[config.mk]
export PLATFORM = sky130hd
export DESIGN_NAME = skvt_cell
export DESIGN_NICKNAME = d
export VERILOG_FILES = /design/src/design/skvt_pkg.sv /design/src/design/skvt_cell.sv
export SDC_FILE = /design/constraint.sdc
export NUM_CORES = 1
export LEC_CHECK = 0
export BUFFER_PORTS_ARGS = -buffer_cell sky130_fd_sc_hd__buf_2
export CAP_MARGIN = 0
export CORE_ASPECT_RATIO = 0.8
export CORE_MARGIN = 2
export CORE_UTILIZATION = 41
export DETAILED_ROUTE_END_ITERATION = 8
export GPL_ROUTABILITY_DRIVEN = 0
export GPL_TIMING_DRIVEN = 0
export PLACE_DENSITY_LB_ADDON = 0.25
export SYNTH_ARGS = -nofsm -noshare
export SYNTH_HDL_FRONTEND = slang
export SYNTH_SLANG_ARGS = --single-unit
[constraint.sdc]
create_clock -name clk -period 2.99 [get_ports clk]
set_clock_uncertainty 0.05 [all_clocks]
set_input_delay 0.299 -clock clk [delete_from_list [all_inputs] [get_ports clk]]
set_output_delay 0.299 -clock clk [all_outputs]
set_load 0.01 [all_outputs]
[src/design/skvt_pkg.sv]
// Package for the sorted key/value table: operation, status and cell action codes.
// No dependencies.
package skvt_pkg;
  localparam logic [3:0] OP_PUT      = 4'd0;
  localparam logic [3:0] OP_GET      = 4'd1;
  localparam logic [3:0] OP_REM_KEY  = 4'd2;
  localparam logic [3:0] OP_REM_AT   = 4'd3;
  localparam logic [3:0] OP_REM_RNG  = 4'd4;
  localparam logic [3:0] OP_READ_AT  = 4'd5;
  localparam logic [3:0] OP_WRITE_AT = 4'd6;
  localparam logic [3:0] OP_FIND     = 4'd7;
  localparam logic [3:0] OP_CLEAR    = 4'd8;

  localparam logic [2:0] ST_OK        = 3'd0;
  localparam logic [2:0] ST_NOT_FOUND = 3'd1;
  localparam logic [2:0] ST_BAD_POS   = 3'd2;
  localparam logic [2:0] ST_BAD_COUNT = 3'd3;
  localparam logic [2:0] ST_FULL      = 3'd4;

  // per-cell action broadcast along the chain
  localparam logic [1:0] ACT_HOLD   = 2'd0;
  localparam logic [1:0] ACT_INSERT = 2'd1;
  localparam logic [1:0] ACT_REMOVE = 2'd2;
  localparam logic [1:0] ACT_WRITE  = 2'd3;

  typedef struct packed {
    logic [1:0] act;
  } cell_ctl_t;
endpackage

[src/design/skvt_cell.sv]
// One table entry: holds a key and value, compares them, and shifts with its neighbours.
// Depends on skvt_pkg.
module skvt_cell #(
  parameter int VW = 32,
  parameter int PW = 6
) (
  input  logic                  clk,
  input  skvt_pkg::cell_ctl_t   ctl,
  input  logic [PW:0]           idx,
  input  logic [PW:0]           tpos,
  input  logic signed [31:0]    in_key,
  input  logic [VW-1:0]         in_value,
  input  logic signed [31:0]    lo_key,
  input  logic [VW-1:0]         lo_value,
  input  logic signed [31:0]    hi_key,
  input  logic [VW-1:0]         hi_value,
  output logic signed [31:0]    key,
  output logic [VW-1:0]         value,
  output logic                  ge_key,
  output logic                  eq_value
);
  import skvt_pkg::*;

  assign ge_key = key >= in_key;
  assign eq_value = value == in_value;

  always_ff @(posedge clk) begin
    case (ctl.act)
      ACT_INSERT: begin
        if (idx == tpos) begin
          key <= in_key;
          value <= in_value;
        end else if (idx > tpos) begin
          key <= lo_key;
          value <= lo_value;
        end
      end
      ACT_REMOVE: begin
        if (idx >= tpos) begin
          key <= hi_key;
          value <= hi_value;
        end
      end
      ACT_WRITE: begin
        if (idx == tpos) value <= in_value;
      end
      default: begin
      end
    endcase
  end
endmodule

==> results of run 1 <==
## metrics by stage
step	setup slack (ns)	utilization	setup TNS, ns	std cells	area (µm²)
2_1_floorplan	0.302	-	0	501	4990
3_3_place_gp	-0.449	0.544	-14.28	926	6550
3_5_place_dp	-0.480	0.544	-15.28	926	6550
4_1_cts	0.0541	0.566	0	942	6800
5_1_grt	0.0773	0.567	0	942	6810
6_report	0.162	0.567	0	942	6810
## power by group through the flow
stage | Sequential, W | Combinational (W) | Clock, W
floorplan | 0.00123 | 0.000356 | 0
global placement | 0.00119 | 0.000744 | 0
detailed placement | 0.00119 | 0.000762 | 0
CTS | 0.00118 | 0.000768 | 0.000957
global route | 0.00119 | 0.000846 | 0.000990
finish | 0.00118 | 0.000771 | 0.000937
## how the worst min path moves through the flow
stage	endpoint	cells past startpoint
3_3_place_gp	key[6]	3
5_1_grt	key[31]	3
3_5_place_dp	key[31]	3
2_1_floorplan	key[0]	2
6_report	key[31]	3
4_1_cts	key[31]	3
## state kept, by name, indices dropped and copies added (netlist names)
| name | flops |
|---|---|
| key | 32 |
| value | 32 |
## cell type report
| cell class | instances | area [µm²] |
|---|---|---|
| fill | 1149 | 5210 |
| tap | 152 | 190 |
| sequential | 64 | 1920 |
| timing repair buffer | 273 | 1370 |
| clock buffer | 11 | 233 |
| buffer | 28 | 149 |
| inverter | 39 | 146 |
| clock inverter | 5 | 23.8 |
| multi-input combinational | 370 | 2780 |
## layer usage
| layer | share of wire | track usage | vias up |
|---|---|---|---|
| met5 | 0 | 0 | - |
| met2 | 0.47 | 0.382 | 158 |
| li1 | - | - | 2403 |
| met1 | 0.46 | 0.302 | 2317 |
| met3 | 0.060 | 0.0503 | 16 |
| met4 | 0.013 | 0.0642 | 0 |
## repair_timing
item | in CTS | in global routing
hold buffers | 0 | 0
endpoints found under the hold margin | 0 | 0
endpoints found under the setup margin | 32 | 1
gates resized for setup | 1 | 2
## kinds of logic (layout without fill, tap and decap cells)
group / count (synthesis) / after routing / share of synthesized area
AOI/OAI and AO/OA: 131 / 131 / 0.160
and+or+nand+nor: 105 / 105 / 0.115
buffers and inverters: 67 / 356 / 0.0592
DFF: 64 / 64 / 0.385
muxes: 63 / 63 / 0.126
adders and majority gates: 39 / 39 / 0.0978
xor gates and xnor gates: 32 / 32 / 0.0562
## placed cells by master, fill, tap and decap left out, types with 14 or more instances in the layout
master / count
buf_2: 284
mux2i_1: 63
a211oi_1: 31
nand2_1: 39
edfxtp_1: 64
xor2_1: 32
o21ai_1: 18
inv_1: 39
nor2b_1: 35
a21oi_1: 47
clkbuf_1: 14
o21ai_0: 17
ha_1: 39
==> out/metrics.cfg, run 1 <==
[clocking]
cts_buffer_depth=2
cts-htree-levels=3
clock_tree.root_cell=clkbuf_16
cts_buffers=9
clock-sinks=64
cts_tree=yes
post-cts-setup-buffer-count=0
clkTransAtPathRegs_ns=0.06

[power]
leakage_nw=3.18
comb_power_share=0.267
p_clk_frac=0.325
power_frac_seq=0.408
p_per_area_mw_per_mm2=423
netSwitchingPower_w=0.000866
internal-power_w=0.00202
p_total_w=0.00288
swShare=0.300
ir_worst_vdd_uv=330

[synthesis]
avgSynthCellArea_um2=9.95
post-synth-top-count-cell=edfxtp_1
syn_area_mm2=0.00499
synth_edf_count=64
ys_ff_latch=64
ys_seq_area_frac=0.385
async_flop_share=0
synth_ff_type=edfxtp_1
synth_cell_types=34
ys_warn_count=0
synth.area.top_cells=edfxtp_1, mux2i_1, ha_1
syn-instance-count=501
yosys.area.top_type_share=0.385
synth_fp_nets=749
synth_top_area_cell=edfxtp_1
synth_commonest_cells=edfxtp_1, mux2i_1, a21oi_1

[sta]
hold_ws_ns=0.183
post-route-min-period_ns=2.83
hold_viol=0
slew_headroom=0.426
setup_viol=0
tightest_slew_ns=0.860
period_share=0.946
rsz0062_at_grt=false
maxSlewViolCount=0
timing.fmax_ghz=0.354

[job]
max-cap-violations=0

[critical_path]
slowest_stage=nor4_2
critical-path-max-stage-delay_ns=0.42
crit_required_ns=2.64
crit_chain=ha_1 > nand4_1 > nor4_2 > a21boi_2 > o31ai_2 > and3_1 > o22ai_2 > buf_2
cp_max_fo=3
critPathCaptureType=output port
crit_cells=8
crit_path_start=key[14]
critPathLaunchType=flip-flop
cp_data_arrival_time_ns=2.48
critPathBufInv=1
path_delay_family=simple AND/OR/NAND/NOR gates
crit_type=reg2out
endpoint=ge_key

[floorplanning]
start_util=0.415
die_area_mm2=0.0131
row_count=36
dieWidth_um=127
core_mm2=0.0120
die_h_um=103
io_pins=275

[global_routing]
grt_max_degree=34
grt_pass1_wl_um=23400
grt_pass1_vias=4695
grt_overflow=0
grt_use_total=0.228
antenna_found_initial=0

[routing]
route.detailed.drc=0
viasPerCell=5.20
dr.pass1.iters=4
wl_um=15800
via_count=4894
post_drt_wl_per_cell_um=16.7
drtIter0Drc=169
ant_nets=0

[cells_and_area]
num_antenna_cells=0
nets=1033
drive_gt1_frac=0.394
syn_to_final_growth_pct=36.6

[place]
hpwl_um=12500
port_buffers=273

[hold_path]
min_path_type=in2reg
min_from=hi_key[31]

[run_status]
status=completed

(Power assumes the default switching activity.)
==> run 2, diff against run 1 <==
==> constraint.sdc (replaced) <==
create_clock -name clk -period 2.6 [get_ports clk]
set_clock_uncertainty 0.05 [all_clocks]
set_input_delay 0.26 -clock clk [delete_from_list [all_inputs] [get_ports clk]]
set_output_delay 0.26 -clock clk [all_outputs]
set_load 0.01 [all_outputs]
==> out/metrics.cfg, run 2 (synthesis gave the netlist of run 1 again) <==
[critical_path]
path_delay_family=simple AND/OR/NAND/NOR gates
crit_required_ns=2.29  ; -0.35 ns
critPathLaunchType=flip-flop
crit_type=reg2out
critPathBufInv=2  ; +1
cp_data_arrival_time_ns=2.30  ; -0.18 ns
critPathCaptureType=output port
slowest_stage=edfxtp_1
crit_chain=ha_4 > nand4_1 > buf_4 > nor4_4 > a21boi_2 > o31ai_2 > and3_1 > o22ai_2 > buf_2
critical-path-max-stage-delay_ns=0.43  ; about the same
cp_max_fo=3  ; unchanged

[sta]
tightest_slew_ns=0.550  ; -0.310 ns
setup_tns_ns=-0.00566  ; -0.00566 ns
slew_headroom=0.633  ; +0.207
post-route-min-period_ns=2.61
maxSlewViolCount=0  ; unchanged
rsz0062_at_grt=true
hold_ws_ns=0.152  ; -0.0308 ns
hold_viol=0  ; unchanged
timing.fmax_ghz=0.384
setup_ws_ns=-0.00566  ; -0.168 ns
setup_viol=1  ; +1
period_share=1.00

[routing]
viasPerCell=5.25  ; +1.1%
post_drt_wl_per_cell_um=17.1  ; +1.9%
ant_nets=0  ; unchanged
wl_um=16100  ; +2.3%
dr.pass1.iters=5  ; +1
route.detailed.drc=0  ; unchanged
via_count=4970  ; +1.6%
drtIter0Drc=231  ; +37%

[clocking]
clkTransAtPathRegs_ns=0.06  ; about the same
clock_tree.root_cell=clkbuf_16
cts_tree=yes
cts-htree-levels=3  ; unchanged
cts_buffers=9  ; unchanged
clock-sinks=64  ; unchanged
cts_buffer_depth=2  ; unchanged

[job]
max-cap-violations=0  ; unchanged

[run_status]
violations=negative setup slack
status=complete, but fails checks

[cells_and_area]
final_cell_mix=buf_2, edfxtp_1, mux2i_1
fillers=1096  ; -4.6%
nets=1037  ; +0.39%
multi_input_area_mm2=0.00290  ; +4.3%
num_antenna_cells=0  ; unchanged
top_regs=key: 32 flops, value: 32 flops
final_common_cell=buf_2
syn_to_final_growth_pct=40.1
seq_area_mm2=0.00192  ; unchanged
drive_gt1_frac=0.411  ; +0.0169

[power]
leakage_nw=3.24  ; +1.9%
ir_worst_vdd_uv=363  ; +10%
p_per_area_mw_per_mm2=498  ; +18%
p_total_w=0.00348  ; +21%

[floorplanning]
core_mm2=0.0120  ; unchanged
die_area_mm2=0.0131  ; unchanged
row_count=36  ; unchanged
io_pins=275  ; unchanged
die_h_um=103  ; unchanged
dieWidth_um=127  ; unchanged
start_util=0.415  ; unchanged

[global_routing]
grt_use_total=0.235  ; +0.00683
grt_overflow=0  ; unchanged
grt_pass1_vias=4841  ; +3.1%
grt_pass1_wl_um=24200  ; +3.5%
grt_max_degree=34  ; unchanged
antenna_found_initial=0  ; unchanged

[hold_path]
min_path_type=in2reg

[place]
port_buffers=273  ; unchanged
hpwl_um=12700  ; +2.2%

==> run 2: cell count changes in the layout (fill, tap and decap cells not counted), sizes merged <==
cell      previous run  this run
bufinv               0         1
buf                289       293
clkinvlp             1         0
==> run 2: cell type report <==
class / instances / area share
tap: 152 / 0.0272
timing repair buffer: 277 / 0.200
clock inverter: 5 / 0.00680
inverter: 39 / 0.0209
clock buffer: 11 / 0.0333
buffer: 28 / 0.0213
multi-input combinational: 370 / 0.416
sequential: 64 / 0.275
==> run 2: through the flow <==
step / std cells / worst slack, ns / instance area [µm²] / util
after floorplan: 501 / 0.201 / 4990 / -
after global placement: 926 / -0.372 / 6550 / 0.544
after detailed placement: 926 / -0.461 / 6550 / 0.544
after CTS: 942 / -0.0858 / 6870 / 0.571
after global routing: 946 / -0.0996 / 6990 / 0.581
final: 946 / -0.00566 / 6990 / 0.581
==> run 2: what timing repair did <==
| item | 4_1_cts | 5_1_grt |
|---|---|---|
| resized for setup | 5 | 13 |
| pin swaps | 2 | 8 |
| endpoints found under the setup margin | 33 | 33 |
| hold buffers | 0 | 0 |
| setup buffers | 0 | 4 |
| cloned | 0 | 0 |
==> run 2: final timing paths <==
kind / from / endpoint / slack, ns / cells after the start
setup / recovery: key[14] / ge_key / -0.006 / 9
hold / removal: hi_key[6] / key[6] / 0.15 / 3
==> run 2: report_power, final <==
part	switching, W	internal (W)
Sequential	0.0000753	0.00128
Clock	0.000452	0.000733
Combinational	0.000500	0.000434
Total	0.00103	0.00245
==> run 2: routing by layer <==
metal	share of wire	GRT usage	wire length, µm
met1	0.45	0.313	7220
met2	0.47	0.383	7630
met3	0.059	0.0566	958
met5	0	0	0
met4	0.020	0.0752	326
